<file path="src/rtl/core/lru_recency_ring_top_defines.svh">
// ----------------------------------------------------------------------------
// lru_recency_ring_top_defines
// Assertion macros for the recency ring top.
// ----------------------------------------------------------------------------
`ifndef LRU_RECENCY_RING_TOP_DEFINES_SVH
`define LRU_RECENCY_RING_TOP_DEFINES_SVH

`ifndef SYNTHESIS
// same-cycle implication
`define LRR_ASSERT_IMPL(label, clk, rst, ante, cons) \
   label: assert property (@(posedge clk) disable iff (rst) (ante) |-> (cons)) \
      else $error("lrr: same-cycle check failed");
// next-cycle implication
`define LRR_ASSERT_NEXT(label, clk, rst, ante, cons) \
   label: assert property (@(posedge clk) disable iff (rst) (ante) |=> (cons)) \
      else $error("lrr: next-cycle check failed");
`else
`define LRR_ASSERT_IMPL(label, clk, rst, ante, cons)
`define LRR_ASSERT_NEXT(label, clk, rst, ante, cons)
`endif

`endif

</file>
<file path="src/rtl/core/lrr_pkg.sv">
// ----------------------------------------------------------------------------
// lrr_pkg
// Shared constants and types of the recency ring.
// ----------------------------------------------------------------------------
package lrr_pkg;

   localparam int EntryW = 6;

   localparam logic ACT_TOUCH  = 1'b0;
   localparam logic ACT_VICTIM = 1'b1;

   typedef struct packed {
      logic compare;
      logic apply;
   } cell_ctl_type;

endpackage

</file>
<file path="src/rtl/core/lrr_req_if.sv">
// ----------------------------------------------------------------------------
// lrr_req_if
// Request channel: action and entry index, valid/ready handshake.
// ----------------------------------------------------------------------------
interface lrr_req_if;
   logic                        valid;
   logic                        ready;
   logic                        action;
   logic [lrr_pkg::EntryW-1:0]  entry;

   modport source (output valid, output action, output entry, input ready);
   modport sink   (input valid, input action, input entry, output ready);
endinterface

</file>
<file path="src/rtl/core/lrr_rsp_if.sv">
// ----------------------------------------------------------------------------
// lrr_rsp_if
// Response channel: victim index, valid/ready handshake.
// ----------------------------------------------------------------------------
interface lrr_rsp_if;
   logic                        valid;
   logic                        ready;
   logic [lrr_pkg::EntryW-1:0]  victim;

   modport source (output valid, output victim, input ready);
   modport sink   (input valid, input victim, output ready);
endinterface

</file>
<file path="src/rtl/core/lrr_cell.sv">
// ----------------------------------------------------------------------------
// lrr_cell
// One position of the recency order: holds an entry index, compares it with
// the broadcast key and takes its neighbour's index on a shift.
// ----------------------------------------------------------------------------
module lrr_cell #(
   parameter int IdxW     = 6,
   parameter int CmpW     = 6,
   parameter int ResetVal = 0
) (
   input  logic                  clock,
   input  logic                  reset,
   input  lrr_pkg::cell_ctl_type ctl,
   input  logic [CmpW-1:0]       key,
   input  logic [IdxW-1:0]       shift_in,
   input  logic                  shift_en,
   output logic [IdxW-1:0]       value,
   output logic                  match
);

   logic [IdxW-1:0] value_ff, value_in;
   logic            match_ff, match_in;

   always_comb begin
      value_in = value_ff;
      match_in = match_ff;
      if (ctl.compare) begin
         match_in = (CmpW'(value_ff) == key);
      end
      if (ctl.apply && shift_en) begin
         value_in = shift_in;
      end
   end

   always_ff @(posedge clock) begin
      if (reset) begin
         value_ff <= IdxW'(ResetVal);
         match_ff <= 1'b0;
      end else begin
         value_ff <= value_in;
         match_ff <= match_in;
      end
   end

   assign value = value_ff;
   assign match = match_ff;

endmodule

</file>
<file path="src/rtl/core/lrr_ctrl.sv">
// ----------------------------------------------------------------------------
// lrr_ctrl
// Sequencer of the recency ring: accepts items, drives the compare and shift
// phases of the cell row and holds victim items for the response side.
// ----------------------------------------------------------------------------
module lrr_ctrl #(
   parameter int IdxW = 6,
   parameter int CmpW = 6
) (
   input  logic                   clock,
   input  logic                   reset,
   lrr_req_if.sink                req_ch,
   lrr_rsp_if.source              rsp_ch,
   input  logic [IdxW-1:0]        last_value,
   output lrr_pkg::cell_ctl_type  ctl,
   output logic [CmpW-1:0]        key,
   output logic [IdxW-1:0]        ins_value
);

   typedef enum logic {
      ST_IDLE,
      ST_APPLY
   } state_type;

   state_type                   state_ff, state_in;
   logic                        rsp_valid_ff, rsp_valid_in;
   logic [lrr_pkg::EntryW-1:0]  rsp_victim_ff, rsp_victim_in;
   logic                        spare_valid_ff, spare_valid_in;
   logic [lrr_pkg::EntryW-1:0]  spare_victim_ff, spare_victim_in;
   logic [CmpW-1:0]             key_ff, key_in;
   logic [CmpW-1:0]             last_ext;
   logic                        accept;
   logic                        is_victim;
   logic                        push;
   logic                        pop;

   assign last_ext   = CmpW'(last_value);
   assign is_victim  = (req_ch.action == lrr_pkg::ACT_VICTIM);
   assign req_ch.ready = (state_ff == ST_IDLE) && !spare_valid_ff;
   assign accept     = req_ch.valid && req_ch.ready;
   assign key        = is_victim ? last_ext : CmpW'(req_ch.entry);
   assign push       = accept && is_victim;
   assign pop        = rsp_valid_ff && rsp_ch.ready;

   always_comb begin
      state_in        = state_ff;
      rsp_valid_in    = rsp_valid_ff;
      rsp_victim_in   = rsp_victim_ff;
      spare_valid_in  = spare_valid_ff;
      spare_victim_in = spare_victim_ff;
      key_in          = key_ff;
      unique case (state_ff)
         ST_IDLE: begin
            if (accept) begin
               state_in = ST_APPLY;
            end
         end
         ST_APPLY: begin
            state_in = ST_IDLE;
         end
         default: begin
            state_in = ST_IDLE;
         end
      endcase
      if (pop) begin
         rsp_valid_in   = spare_valid_ff;
         rsp_victim_in  = spare_victim_ff;
         spare_valid_in = 1'b0;
      end
      if (accept) begin
         key_in = key;
      end
      if (push) begin
         if (!rsp_valid_in) begin
            rsp_valid_in  = 1'b1;
            rsp_victim_in = last_ext[lrr_pkg::EntryW-1:0];
         end else begin
            spare_valid_in  = 1'b1;
            spare_victim_in = last_ext[lrr_pkg::EntryW-1:0];
         end
      end
   end

   always_ff @(posedge clock) begin
      if (reset) begin
         state_ff       <= ST_IDLE;
         rsp_valid_ff   <= 1'b0;
         spare_valid_ff <= 1'b0;
      end else begin
         state_ff       <= state_in;
         rsp_valid_ff   <= rsp_valid_in;
         spare_valid_ff <= spare_valid_in;
      end
      rsp_victim_ff   <= rsp_victim_in;
      spare_victim_ff <= spare_victim_in;
      key_ff          <= key_in;
   end

   assign ctl.compare   = accept;
   assign ctl.apply     = (state_ff == ST_APPLY);
   assign ins_value     = key_ff[IdxW-1:0];
   assign rsp_ch.valid  = rsp_valid_ff;
   assign rsp_ch.victim = rsp_victim_ff;

endmodule

</file>
<file path="src/rtl/core/lru_recency_ring_top.sv">
// Least-recently-used order over ENTRIES entry indices, kept as a row of
// cells ordered newest first. A touch moves its entry to the front; a victim
// request returns the last (oldest) entry and moves it to the front, giving
// one response item; a touch of an index at or above ENTRIES is dropped.
// Each item has a compare phase, matching the key against every cell, and
// an apply phase, shifting the cells up to the hit position by one place;
// no item is taken in the apply phase. Victims wait in a two-place response
// buffer; requests also stall while it is full. Reset order: 0..ENTRIES-1.
// ----------------------------------------------------------------------------
// lru_recency_ring_top
// Recency ring built as a shifting row of compare cells.
// ----------------------------------------------------------------------------
`include "lru_recency_ring_top_defines.svh"

module lru_recency_ring_top #(
   parameter int ENTRIES = 64
) (
   input  logic       clock,
   input  logic       reset,
   lrr_req_if.sink    req_ch,
   lrr_rsp_if.source  rsp_ch
);

   localparam int IdxW = $clog2(ENTRIES);
   localparam int CmpW = (IdxW > lrr_pkg::EntryW) ? IdxW : lrr_pkg::EntryW;

   lrr_pkg::cell_ctl_type  ctl;
   logic [CmpW-1:0]        key;
   logic [IdxW-1:0]        ins_value;
   logic [IdxW-1:0]        cell_value [ENTRIES];
   logic [ENTRIES-1:0]     match;
   logic [ENTRIES-1:0]     shift_en;

   lrr_ctrl #(
      .IdxW (IdxW),
      .CmpW (CmpW)
   ) u_ctrl (
      .clock      (clock),
      .reset      (reset),
      .req_ch     (req_ch),
      .rsp_ch     (rsp_ch),
      .last_value (cell_value[ENTRIES-1]),
      .ctl        (ctl),
      .key        (key),
      .ins_value  (ins_value)
   );

   for (genvar i = 0; i < ENTRIES; i++) begin : g_cell
      logic [IdxW-1:0] shift_in;

      if (i == 0) begin : g_head
         assign shift_in = ins_value;
      end else begin : g_body
         assign shift_in = cell_value[i-1];
      end

      // shift every cell at or before the hit position
      assign shift_en[i] = |match[ENTRIES-1:i];

      lrr_cell #(
         .IdxW     (IdxW),
         .CmpW     (CmpW),
         .ResetVal (i)
      ) u_cell (
         .clock    (clock),
         .reset    (reset),
         .ctl      (ctl),
         .key      (key),
         .shift_in (shift_in),
         .shift_en (shift_en[i]),
         .value    (cell_value[i]),
         .match    (match[i])
      );
   end

   `LRR_ASSERT_IMPL(a_match_unique, clock, reset, 1'b1, $onehot0(match))
   `LRR_ASSERT_NEXT(a_victim_hits_tail, clock, reset,
      req_ch.valid && req_ch.ready && (req_ch.action == lrr_pkg::ACT_VICTIM),
      match[ENTRIES-1] && $onehot(match))
   `LRR_ASSERT_NEXT(a_accept_then_apply, clock, reset,
      req_ch.valid && req_ch.ready, ctl.apply && !req_ch.ready)

endmodule

</file>
<file path="src/flat_wrapper.sv">
// flat-port wrapper written by rule: the top's interface ports become plain ports
module lru_recency_ring_top_flat 
#(
   parameter int ENTRIES = 64
)
  (clock, reset, req_ch_valid, req_ch_action, req_ch_entry, req_ch_ready, rsp_ch_valid, rsp_ch_victim, rsp_ch_ready);
  lrr_req_if req_ch_i ();
  lrr_rsp_if rsp_ch_i ();
  input  logic clock;
  input  logic reset;
  input wire logic [$bits(req_ch_i.valid)-1:0] req_ch_valid;
  input wire logic [$bits(req_ch_i.action)-1:0] req_ch_action;
  input wire logic [$bits(req_ch_i.entry)-1:0] req_ch_entry;
  output wire logic [$bits(req_ch_i.ready)-1:0] req_ch_ready;
  output wire logic [$bits(rsp_ch_i.valid)-1:0] rsp_ch_valid;
  output wire logic [$bits(rsp_ch_i.victim)-1:0] rsp_ch_victim;
  input wire logic [$bits(rsp_ch_i.ready)-1:0] rsp_ch_ready;
  assign req_ch_i.valid = req_ch_valid;
  assign req_ch_i.action = req_ch_action;
  assign req_ch_i.entry = req_ch_entry;
  assign req_ch_ready = req_ch_i.ready;
  assign rsp_ch_valid = rsp_ch_i.valid;
  assign rsp_ch_victim = rsp_ch_i.victim;
  assign rsp_ch_i.ready = rsp_ch_ready;
  lru_recency_ring_top #(.ENTRIES(ENTRIES)) u_core (.clock(clock), .reset(reset), .req_ch(req_ch_i), .rsp_ch(rsp_ch_i));
endmodule
</file>
<file path="config.mk">
export PLATFORM = sky130hd
export DESIGN_NAME = lru_recency_ring_top_flat
export DESIGN_NICKNAME = d
export VERILOG_FILES = /design/src/rtl/core/lrr_pkg.sv /design/src/rtl/core/lrr_req_if.sv /design/src/rtl/core/lrr_rsp_if.sv /design/src/rtl/core/lrr_cell.sv /design/src/rtl/core/lrr_ctrl.sv /design/src/rtl/core/lru_recency_ring_top.sv /design/src/flat_wrapper.sv
export VERILOG_INCLUDE_DIRS = /design/src /design/src/rtl/core
export SDC_FILE = /design/constraint.sdc
export NUM_CORES = 1
export LEC_CHECK = 0
export BUFFER_PORTS_ARGS = -buffer_cell sky130_fd_sc_hd__buf_4
export CAP_MARGIN = 0
export CORE_ASPECT_RATIO = 2
export CORE_MARGIN = 2
export CORE_UTILIZATION = 55
export CTS_CLUSTER_SIZE = 20
export DETAILED_ROUTE_END_ITERATION = 12
export HOLD_SLACK_MARGIN = 0.12
export PLACE_DENSITY = 0.71
export SLEW_MARGIN = 20
export SYNTH_ARGS = -nofsm -noshare
export SYNTH_HDL_FRONTEND = slang
export SYNTH_SLANG_ARGS = --single-unit
</file>
<file path="constraint.sdc">
create_clock -name clock -period 3.7 [get_ports clock]
set_input_delay 0.37 -clock clock [delete_from_list [all_inputs] [get_ports clock]]
set_output_delay 0.37 -clock clock [all_outputs]
set_load 0.1 [all_outputs]
</file>
Word-level counts from Yosys, hierarchy flattened
Index checks and enable logic that the tools add are counted.
- register bits after elaboration: 469
- word-level logic and storage cells: 343
- equality and inequality tests: 64
- mux-type cells: 11
- bitwise operators: 1
- reduce and logical (&&, ||, !) cells: 133
- operator list (kind ; count):
    $eq 6x6->1 ; 64
    $logic_and 1x1->1 ; 68
    $reduce_or 64->1 ; 1
    $reduce_or 63->1 ; 1
    $reduce_or 62->1 ; 1
    $reduce_or 61->1 ; 1
    $reduce_or 60->1 ; 1
    $reduce_or 59->1 ; 1
    $reduce_or 58->1 ; 1
    $reduce_or 57->1 ; 1
    $reduce_or 56->1 ; 1
    $reduce_or 55->1 ; 1
    $reduce_or 54->1 ; 1
    $reduce_or 53->1 ; 1
    $reduce_or 52->1 ; 1
    $reduce_or 51->1 ; 1
    $reduce_or 50->1 ; 1
    $reduce_or 49->1 ; 1
    $reduce_or 48->1 ; 1
    $reduce_or 47->1 ; 1
    $reduce_or 46->1 ; 1
    $reduce_or 45->1 ; 1
    $reduce_or 44->1 ; 1
    $reduce_or 43->1 ; 1
    47 further kinds ; 55

Logic depth before layout (Yosys ltp)
Gate-level depths: netlist of the first run.
- depth after elaboration: 5
- mapped depth: 10
- mapped depth without buffers: 7

Modules after synthesis
A second synthesis of the first run with hierarchy kept.
- cells, all modules: 2456
- area, all modules: 22505.3 um2
- by module, submodules not included (module ; instances ; cells each ; area each (um2) ; sequential area each (um2)):
    lrr_cell (u_core.g_cell[11].u_cell ...) ; 20 ; 35 ; 324.1 ; 140.1
    lrr_cell (u_core.g_cell[15].u_cell ...) ; 15 ; 34 ; 326.6 ; 140.1
    lrr_cell (u_core.g_cell[10].u_cell ...) ; 15 ; 36 ; 320.3 ; 140.1
    lrr_cell (u_core.g_cell[31].u_cell ...) ; 6 ; 33 ; 329.1 ; 140.1
    lrr_cell (u_core.g_cell[16].u_cell ...) ; 6 ; 37 ; 317.8 ; 140.1
    lrr_ctrl ; 1 ; 90 ; 1053.5 ; 540.5
    lru_recency_ring_top ; 1 ; 126 ; 745.7 ; 0.0
    lrr_cell (u_core.g_cell[63].u_cell) ; 1 ; 32 ; 324.1 ; 140.1
    lrr_cell (u_core.g_cell[0].u_cell) ; 1 ; 38 ; 316.6 ; 140.1

Worst setup path after synthesis of the first run
No wires, ideal clock.
- path kind: reg2reg
- start: reg u_core.u_ctrl.state_ff
- end: reg u_core.u_ctrl.spare_victim_ff[0] (netlist name) (enable)
- setup time: 357 ps
- data arrival time: 2812 ps
- setup slack: 531 ps
- stages on the path, launching flop included: 8
- path buffers: 2
- cell sequence: dfxtp_1 clkbuf_1 nor2_1 nand2_1 inv_1 clkbuf_1 nand2_1 nor2_1
- longest elaborated chain between the ends: 5
- ends and longest elaborated chain (item ; RTL line ; text):
    from (decl) ; lrr_ctrl.sv:25 ; state_type state_ff, state_in;
    from (signal assigned) ; lrr_ctrl.sv:90 ; state_ff <= state_in;
    $not 1->1 ; lrr_ctrl.sv:39 ; assign req_ch.ready = (state_ff == ST_IDLE) && !spare_valid_ff;
    $logic_and 1x1->1 ; lrr_ctrl.sv:39 ;
    named net req_ch_ready ; flat_wrapper.sv:14 ; output wire logic [$bits(req_ch_i.ready)-1:0] req_ch_ready;
    $logic_and 1x1->1 ; lrr_ctrl.sv:40 ; assign accept = req_ch.valid && req_ch.ready;
    $logic_and 1x1->1 ; lrr_ctrl.sv:42 ; assign push = accept && is_victim;
    $reduce_and 2->1 (no line) ; - ;
    to (signal assigned) ; lrr_ctrl.sv:95 ; spare_victim_ff <= spare_victim_in;
    to (decl) ; lrr_ctrl.sv:29 ; logic [lrr_pkg::EntryW-1:0] spare_victim_ff, spare_victim_in;
The timed path passes the listed nets, and every way through them passes these cells.
A chain may end at the register's enable or synchronous reset.

Worst setup path in the final report of the first run
- start: reg u_core.g_cell[30].u_cell.match_ff
- end: reg u_core.g_cell[6].u_cell.value_ff[1]
- longest elaborated chain between the ends: 2
- ends and longest elaborated chain (item ; RTL line ; text):
    from (decl) ; lrr_cell.sv:22 ; logic match_ff, match_in;
    from (signal assigned) ; lrr_cell.sv:41 ; match_ff <= match_in;
    $reduce_or 58->1 ; lru_recency_ring_top.sv:58 ; assign shift_en[i] = |match[ENTRIES-1:i];
    $logic_and 1x1->1 ; lrr_cell.sv:30 ; if (ctl.apply && shift_en) begin
    to (signal assigned) ; lrr_cell.sv:37 ; value_ff <= IdxW'(ResetVal);
    to (signal assigned) ; lrr_cell.sv:40 ; value_ff <= value_in;
    to (decl) ; lrr_cell.sv:21 ; logic [IdxW-1:0] value_ff, value_in;
No other way between the ends.

==> metrics, run 1 <==
outcome complete, no violations; Hold Crit Start rsp_ch_ready; Worst R2R End u_core.g_cell[6].u_cell.value[1]; final setup fails 0; Placed Cells incl. Taps 2785; ys flop type dfxtp_1; Tmin final 3.382 ns; relative slew slack 0.2907; initial DRC count 704; Crit. Startpoint u_core.g_cell[30].u_cell.match; Setup CP Type reg -> reg; f_max 295.7 MHz; yosys warns 0; Finished Layout Cells 2862; gpl congestion 0.7568; crit end category register; maximum VDD drop 0.0004582 V; post-layout net count 2315; Maximum Capacitance Violations 0; cell family with most CP delay simple AND/OR/NAND/NOR gates; CTS H-Tree Depth 2; postcts setup bufs 0; met2 usage 0.3914; required time of the worst setup path 4.11 ns; Worst-Margin Slew 1.064 ns; Reg clk slew, reported paths 0.07 ns; Die H 284.9 µm; Post-Synth Adder-Cell Area 0; total power per unit cell area 481.4 mW/mm²; FFs w/ async S/R, synth 0; CTS Root Cell clkbuf_16; vias per std cell 5.518; critical path's slowest cell or4_1; clk_lat worst skew 0.56 ns; CTS Buffer Depth 3; Core Rows 103; mux share of post-synthesis cell area 0.09456; r2r setup slk 0.32 ns; Syn Inst Count 2352; CTS buffer count 42; Tot Pwr 0.01151 W; M1 GR Usage 0.2977; syn_area_per_cell 9.227 µm²; crit-path most repeated cell or4_4; number of synthesized flops with an enable pin 12; Mapped Nets 2363; fill count 3401; CP startpoint kind register; grt ovf 0; grt met3 use 0.02536; unrepaired setup endpoints after global routing no; post-synthesis sequential area ratio 0.4382; total global-route track usage 0.2255; Post-Route WL 46.12 mm; CP arrival 3.80 ns; layout cells sized above 1 0.08045; simple-gate area share of the yosys netlist 0.1625; Hold Fails Final Rpt 0; synthesized area 0.02170 mm²; Tcrit/Tclk final 0.9141; FF+latch count, synth 469; IO Count 19; post-synthesis compound-gate area fraction 0.1087; drc violations 0; R2R cell count 7; Inserted Diodes 0; TritonCTS Sinks 469; GR peak layer met2; Die Area 0.04116 mm²; max incr delay on CP 0.60 ns; Hold Crit Depth 4; first-pass GRT wire length 77.47 mm; TritonCTS clock tree yes; area of the core 0.03918 mm²; Placement Cell Area 0.02247 mm²; Setup TNS 0 ns; Area Overhead vs Synth 10.21%; pins over their slew limit 0; initial antenna violation count 0; vias in the first global route 15450; Synth Area in XOR/XNOR 0.1550; Initial Util 0.5539; Die Wd 144.5 µm; vias 15790; crit-path max FO 12; Crit path buffers/inverters 1; hold endpoint u_core.u_ctrl.rsp_ch.valid; post_cts resized 0; finished layout cell area 0.02392 mm²; antenna viol nets, final 0; largest family of logic cells by synthesized area simple AND/OR/NAND/NOR gates; I/O Buffers 18; DP Wirelength 28.56 mm; clk_skew 0.02194 ns; Pleak 9.608 nW; CP Cell Sequence or4_1 > or4_4 > or4_4 > buf_4 > o41a_1 > nor3_1 > a21oi_1; hold buffers post-CTS 0; r2r startpoint u_core.g_cell[30].u_cell.match; Avg WL per Cell 16.12 µm; DRT Pass-1 Iters 5; Yosys cell types 43; largest net degree at the start of global routing 153; worst hold path type in -> reg
## cell usage after synthesis, types with 2 or more instances
cell	instances	area share
nand2b_1	35	0.010
xnor2_1	265	0.11
buf_2	6	0.0014
o41ai_2	5	0.0037
inv_1	64	0.011
o31ai_1	3	0.0010
o21ai_0	9	0.0021
buf_6	3	0.0016
a21oi_1	156	0.036
nor3_1	70	0.016
buf_1	25	0.0043
nor2b_1	18	0.0052
nand4_1	64	0.018
nand3_1	10	0.0023
o31ai_2	9	0.0052
xor2_1	119	0.048
dfxtp_1	457	0.42
nor2_1	307	0.053
nand3b_1	6	0.0021
and3_1	24	0.0069
o21a_1	2	0.00069
clkbuf_1	131	0.023
or3_1	9	0.0026
mux2i_1	205	0.095
o21bai_1	10	0.0035
nor4_1	67	0.019
or4_1	10	0.0035
o31a_1	9	0.0036
o41a_1	7	0.0036
a211o_1	97	0.039
o41ai_4	3	0.0038
o31ai_4	2	0.0020
nand2_1	103	0.018
o21ai_1	11	0.0025
or2_2	9	0.0026
or4_4	2	0.0010
edfxtp_1	12	0.017
o21ai_2	3	0.0012
## layout make-up
cell class / count / area (µm²) / share of cell area
Multi-Input combinational cell: 1654 / 11380 / 0.4758
Sequential cell: 469 / 9513 / 0.3978
Clock buffer: 60 / 1239 / 0.05179
Timing Repair Buffer: 73 / 680.7 / 0.02846
Tap cell: 525 / 656.9 / 0.02747
Inverter: 64 / 240.2 / 0.01004
Clock inverter: 17 / 206.4 / 0.008632
## cells by family (layout without fill, tap and decap cells)
| family | count (synthesis) | count (layout) |
|---|---|---|
| compound gates | 328 | 328 |
| xor+xnor | 384 | 384 |
| buf+inv | 229 | 214 |
| flops | 469 | 469 |
| mux | 205 | 205 |
| simple gates | 737 | 737 |
## flip-flops by register name, summed over array words and instances (netlist names)
name / flops
u_core.u_ctrl.spare_valid_ff: 1
u_core.u_ctrl.rsp_ch.victim: 6
u_core.u_ctrl.spare_victim_ff: 6
u_core.g_cell.u_cell.match: 64
u_core.u_ctrl.state_ff: 1
u_core.g_cell.u_cell.value: 384
u_core.u_ctrl.rsp_ch.valid: 1
u_core.u_ctrl.ins_value: 6
## how the worst max path moves through the flow
stage                                                   to  slack [ns]  depth (start not counted)
after detailed placement  u_core.g_cell[0].u_cell.value[4]        0.40                          6
final                     u_core.g_cell[6].u_cell.value[1]        0.32                          7
after floorplan           u_core.u_ctrl.spare_victim_ff[0]        0.53                          7
after global routing      u_core.g_cell[6].u_cell.value[1]        0.25                          7
after CTS                 u_core.g_cell[6].u_cell.value[1]        0.32                          7
after global placement    u_core.g_cell[0].u_cell.value[0]        0.44                          6
## per-layer routing
metal / part of all wire / wire, µm / vias up
li1: - / - / 7970
met1: 0.46 / 21010 / 7553
met2: 0.50 / 22840 / 215
met3: 0.031 / 1409 / 55
met4: 0.019 / 858 / 0
met5: 0 / 0 / -
## worst min-delay path, cell delays in order
cell,delay [ns]
buf_4,0.11
inv_1,0.05
o21ai_0,0.08
a21oi_1,0.12
## report_power, final
group          total, W  switching (W)  leakage, nW  internal, W
logic           0.00152       0.000908         5.08     0.000616
clock network   0.00455        0.00193        0.719      0.00262
registers       0.00544       0.000185         3.81      0.00525
total            0.0115        0.00302         9.61      0.00849
## metrics by stage
step                      hold WS, ns  setup WS (ns)    util
after floorplan                0.4269         0.5306       -
after global placement         0.4338         0.4423  0.5736
after detailed placement       0.4446         0.3982  0.5736
after CTS                      0.2023         0.3154  0.6104
after global routing           0.2709         0.2532  0.6104
final                          0.2218         0.3180  0.6104
## cells in the final DEF, fill, tap and decap left out, drive strengths merged, types with 65 or more instances in the layout
master / instances
dfxtp: 457
nor2: 307
xnor2: 265
mux2i: 205
a21oi: 156
xor2: 119
nand2: 103
a211o: 97
buf: 73
nor3: 70
nor4: 68
inv: 66
nand4: 65
(Power assumes the default switching activity.)
==> inputs of run 2 (changes only) <==
CORE_ASPECT_RATIO = 0.9   (was 2)
==> metrics, run 2 (same netlist as run 1, synthesis figures left out) <==
outcome complete, no violations; TritonCTS Sinks 469; DP Wirelength 29.31 mm; f_max 288.9 MHz; required time of the worst setup path 4.15 ns; Core Rows 69; Die Wd 213.4 µm; post-layout net count 2316; CP Cell Sequence or4_1 > or4_4 > or4_4 > or2_1 > o41a_1 > mux2i_1; hold endpoint u_core.u_ctrl.rsp_ch.valid; r2r startpoint u_core.g_cell[28].u_cell.match; crit-path most repeated cell or4_4; unrepaired setup endpoints after global routing no; first-pass GRT wire length 78.93 mm; Fin Hold WS 0.2282 ns; final setup fails 0; Avg WL per Cell 16.52 µm; Pleak 9.656 nW; Initial Util 0.5537; total global-route track usage 0.2333; relative slew slack 0.3484; most common cell after layout, fill and taps aside dfxtp_1; number of flip-flops in the largest register 384; CTS buffer count 47; Worst R2R End u_core.g_cell[0].u_cell.value[4]; R2R cell count 6; CP arrival 3.91 ns; critical path's slowest cell or4_1; Setup CP Type reg -> reg; Die Area 0.04106 mm²; CTS Buffer Depth 3; vias 16020; pins over their slew limit 0; FF+latch area 0.009513 mm²; Crit path buffers/inverters 0; multi-input logic area 0.01138 mm²; switching pwr 0.003074 W; I/O Buffers 18; Tot Pwr 0.01190 W; CTS H-Tree Depth 2; Tcrit/Tclk final 0.9355; vias per std cell 5.580; clk_lat worst skew 0.58 ns; worst hold path type in -> reg; hold buffers post-CTS 0; Area Overhead vs Synth 10.81%; Tmin final 3.461 ns; largest net degree at the start of global routing 109; Clk pwr share 0.414; crit end category register; Worst-Margin Slew 0.9685 ns; area of the core 0.03920 mm²; Inserted Diodes 0; Reg clk slew, reported paths 0.06 ns; cell family with most CP delay simple AND/OR/NAND/NOR gates; Maximum Capacitance Violations 0; drc violations 0; Final Util 0.6135; layout cells sized above 1 0.07909; total power per unit cell area 494.8 mW/mm²; most frequent cells in the layout dfxtp_1, nor2_1, xnor2_1, mux2i_1, a21oi_1; antenna viol nets, final 0; finished layout cell area 0.02405 mm²; switching share of total power 0.2584; r2r setup slk 0.24 ns; Placement Cell Area 0.02245 mm²; Internal 0.008823 W; Post-Route WL 47.42 mm; max incr delay on CP 0.67 ns; DRT Pass-1 Iters 5; clk_skew 0.01811 ns; Die H 192.4 µm; IO Count 19; gpl congestion 0.7833; CP startpoint kind register; combinational power share 0.129; post_cts resized 0; crit-path max FO 13; vias in the first global route 15710; Hold Fails Final Rpt 0; fill count 3312; grt ovf 0; Setup TNS 0 ns; Hold Crit Depth 3; TritonCTS clock tree yes; postcts setup bufs 0; initial DRC count 1082; maximum VDD drop 0.0003506 V; Sequential Power Share 0.457; initial antenna violation count 0; CTS Root Cell clkbuf_16; Hold Crit Start req_ch_action
run 2: cell types whose count changed in the layout (fill, tap and decap cells not counted), moves of 2 or more:
cell,delta
clkbuf_16,+7
clkbuf_1,+5
buf_4,-4
clkbuf_8,-2
clkinv_2,-2
inv_6,-2
run 2: per-stage QoR:
step / instances / setup WS, ns
3_3_place_gp: 2788 / 0.3208
4_1_cts: 2871 / 0.2508
5_1_grt: 2871 / 0.1406
2_1_floorplan: 2352 / 0.5306
6_report: 2871 / 0.2388
3_5_place_dp: 2788 / 0.2458
run 2: final cells by class:
class                   count  area share
well taps                 532     0.02768
inverters                  64    0.009990
repair buffers             69     0.02706
clock inverters            13    0.008013
flip-flops and latches    469      0.3956
clock buffers              70     0.05843
multi-input cells        1654      0.4732
run 2: worst reg2reg max path: cells and delay by family (launching register included):
family	cells	cell delay, ns
AOI/OAI and AO/OA	1	0.56
and+or+nand+nor	4	2.29
muxes	1	0.17
DFF	1	0.33
run 2: worst max path at each step:
| stage | cells after the start | end | slack (ns) | startpoint |
|---|---|---|---|---|
| 3_5_place_dp | 6 | u_core.g_cell[0].u_cell.value[4] | 0.25 | u_core.g_cell[28].u_cell.match |
| 4_1_cts | 6 | u_core.g_cell[0].u_cell.value[4] | 0.25 | u_core.g_cell[28].u_cell.match |
| 3_3_place_gp | 6 | u_core.g_cell[0].u_cell.value[3] | 0.32 | u_core.g_cell[30].u_cell.match |
| 6_report | 6 | u_core.g_cell[0].u_cell.value[4] | 0.24 | u_core.g_cell[28].u_cell.match |
| 5_1_grt | 6 | u_core.g_cell[0].u_cell.value[2] | 0.14 | u_core.g_cell[28].u_cell.match |
| 2_1_floorplan | 7 | u_core.u_ctrl.spare_victim_ff[0] | 0.53 | u_core.u_ctrl.state_ff |
run 2: power by group through the flow:
stage | clock network (W) | logic [W] | registers, W
global placement | 0 | 0.00149 | 0.00554
global route | 0.00522 | 0.00167 | 0.00546
CTS | 0.00503 | 0.00153 | 0.00544
detailed placement | 0 | 0.00152 | 0.00555
finish | 0.00493 | 0.00153 | 0.00544
floorplan | 0 | 0.00112 | 0.00558
run 2: per-layer routing:
metal	wire length [µm]	GRT usage	vias to the layer above
met5	0	0	-
met4	1053	0.07185	0
met3	1837	0.03287	84
met2	21850	0.3854	260
met1	22670	0.3165	7714
li1	-	-	7961
==> inputs of run 3 (changes only) <==
ABC_AREA = 1   (was default)
RECOVER_POWER = 100   (was default)
==> metrics, run 3 <==
crit-path most repeated cell nor2_1; total global-route track usage 0.2872; area of the core 0.04193 mm²; r2r startpoint u_core.g_cell[63].u_cell.value[2]; initial antenna violation count 0; ranking of synthesized cells by area dfxtp_1, nand2_1, nor2_1; TritonCTS clock tree yes; Die Wd 221.4 µm; worst hold path type in -> reg; Initial Util 0.5582; Yosys cell types 32; required time of the worst setup path 4.23 ns; initial DRC count 1951; syn_area_per_cell 6.576 µm²; CTS H-Tree Depth 2; Post-Synth Adder-Cell Area 0; Inserted Diodes 0; crit-path max FO 34; Internal 0.009230 W; post-layout net count 3498; FFs w/ async S/R, synth 0; I/O Buffers 18; number of flip-flops in the largest register 384; outcome finished, violations left; DRT Pass-1 Iters 5; Reg clk slew, reported paths 0.06 ns; dpl ws 1.135 ns; combinational power share 0.165; largest family of logic cells by synthesized area simple AND/OR/NAND/NOR gates; most frequent cells in the layout nand2_1, nor2_1, dfxtp_1, nand3_1, inv_1; crit path to u_core.g_cell[47].u_cell.match; post-synthesis compound-gate area fraction 0.08254; hold buffers post-CTS 0; most numerous cell in the Yosys netlist nand2_1; relative slew slack -0.2246; Post-synth top cells nand2_1, nor2_1, dfxtp_1; TritonCTS Sinks 469; FF+latch count, synth 469; Clk pwr share 0.395; total power per unit cell area 514.3 mW/mm²; r2r setup slk 0.80 ns; pins over their slew limit 115; setup ws final 0.8012 ns; number of synthesized flops with an enable pin 12; IO Count 19; layout cells sized above 1 0.03829; ys flop type dfxtp_1; Pleak 12.29 nW; fill count 3954; CP Cell Sequence nand2_1 > nand2_1 > buf_4 > nor2_1 > nor2_1 > nand2_1 > nor2_1 > nor2_1 > nor2_1; Synth top area share 0.3909; Mapped Nets 3570; Tmin final 2.899 ns; post_cts resized 0; cell family with most CP delay simple AND/OR/NAND/NOR gates; crit end category register; postcts setup bufs 0; Die H 199.7 µm; Worst-Margin Slew 1.832 ns; Avg WL per Cell 15.62 µm; maximum VDD drop 0.0004430 V; Crit path buffers/inverters 1; CP arrival 3.43 ns; vias per std cell 5.400; synthesized area 0.02340 mm²; vias in the first global route 20330; simple-gate area share of the yosys netlist 0.3605; switching pwr 0.003872 W; Syn Inst Count 3559; Tcrit/Tclk final 0.7835; Sequential Power Share 0.440; Crit path depth 9; post-synthesis sequential area ratio 0.4063; Setup CP Type reg -> reg; Die Area 0.04422 mm²; max incr delay on CP 1.28 ns; final setup fails 0; largest net degree at the start of global routing 161; vias 21990; most common cell after layout, fill and taps aside nand2_1; Maximum Capacitance Violations 4; clk_skew 0.02443 ns; clk_lat worst skew 0.60 ns; yosys warns 0; Crit. Startpoint u_core.g_cell[63].u_cell.value[2]; grt ovf 0; cell accounting for the most synthesized area dfxtp_1; CTS Root Cell clkbuf_16; first-pass GRT wire length 103.8 mm; unrepaired setup endpoints after global routing no; Area Overhead vs Synth 8.848%; CTS buffer count 49; critical path's slowest cell nand2_1; DP Wirelength 39.79 mm; Hold Fails Final Rpt 0; drc violations 0; R2R cell count 9; CP startpoint kind register; mux share of post-synthesis cell area 0; Core Rows 71; CTS Buffer Depth 3; Post-Route WL 63.62 mm; gpl congestion 0.8552; violated checks max-capacitance violations, max-slew violations; switching share of total power 0.2956; Synth Area in XOR/XNOR 0.06624; Setup TNS 0 ns; Worst R2R End u_core.g_cell[47].u_cell.match; f_max 345.0 MHz; antenna viol nets, final 0
[run 3: cell types whose count changed after synthesis, sizes merged, moves of 52 or more]
cell,change
nand3,+332
nand2,+885
inv,+264
nor4,-67
mux2i,-205
nor2,+334
buf,+52
o21ai,+129
a211o,-97
xnor2,-206
[run 3: worst reg2reg max path, stage by stage (launching register included)]
cell	delay, ns
dfxtp_1	0.45
nand2_1	0.08
nand2_1	1.28
buf_4	0.43
nor2_1	0.06
nor2_1	0.12
nand2_1	0.06
nor2_1	0.19
nor2_1	0.06
nor2_1	0.10
[run 3: cell type report]
type	count	area, µm²	share of cell area
Sequential cell	469	9513	0.3734
Multi-Input combinational cell	2590	11870	0.4661
Clock inverter	16	234.0	0.009185
Inverter	329	1244	0.04882
Timing Repair Buffer	48	493.0	0.01935
Clock buffer	74	1433	0.05624
Tap cell	547	684.4	0.02687
[run 3: how the worst min path moves through the flow]
stage,start,to,slack (ns),cells past startpoint
2_1_floorplan,u_core.g_cell[15].u_cell.value[0],u_core.g_cell[15].u_cell.value[0],0.43,2
3_3_place_gp,u_core.g_cell[19].u_cell.value[0],u_core.g_cell[19].u_cell.value[0],0.44,2
3_5_place_dp,u_core.g_cell[19].u_cell.value[0],u_core.g_cell[19].u_cell.value[0],0.45,2
4_1_cts,rsp_ch_ready,u_core.u_ctrl.rsp_ch.valid,0.21,4
5_1_grt,reset,u_core.g_cell[13].u_cell.match,0.25,2
6_report,rsp_ch_ready,u_core.u_ctrl.rsp_ch.valid,0.24,4
[run 3: cell families after synthesis]
kind of cell | Yosys count
AND/OR/NAND/NOR | 2055
XOR/XNOR | 177
buffers and inverters | 500
AO/OA/AOI/OAI | 358
flip-flops | 469
[run 3: per-layer routing]
metal  track usage  vias up  share of wire
met4       0.09209        0          0.025
met5             0        -              0
met1        0.3885    10160           0.46
met2        0.4749      672           0.45
li1              -    11040              -
met3       0.04264      128          0.065
[run 3: power groups by stage]
| stage | Combinational (W) | Clock [W] | Sequential, W |
|---|---|---|---|
| floorplan | 0.00160 | 0 | 0.00584 |
| global placement | 0.00211 | 0 | 0.00585 |
| detailed placement | 0.00216 | 0 | 0.00586 |
| CTS | 0.00217 | 0.00525 | 0.00575 |
| global route | 0.00244 | 0.00546 | 0.00580 |
| finish | 0.00216 | 0.00518 | 0.00576 |
[run 3: per-stage QoR]
step             util  hold WS [ns]  area [µm²]  total power (W)  cells
4_1_cts        0.6106        0.2067       25600          0.01318   4073
3_3_place_gp   0.5708        0.4432       23940         0.007957   3983
6_report       0.6075        0.2448       25470          0.01310   4073
3_5_place_dp   0.5708        0.4505       23940         0.008016   3983
5_1_grt        0.6075        0.2462       25470          0.01370   4073
2_1_floorplan       -        0.4289       23400         0.007439   3559
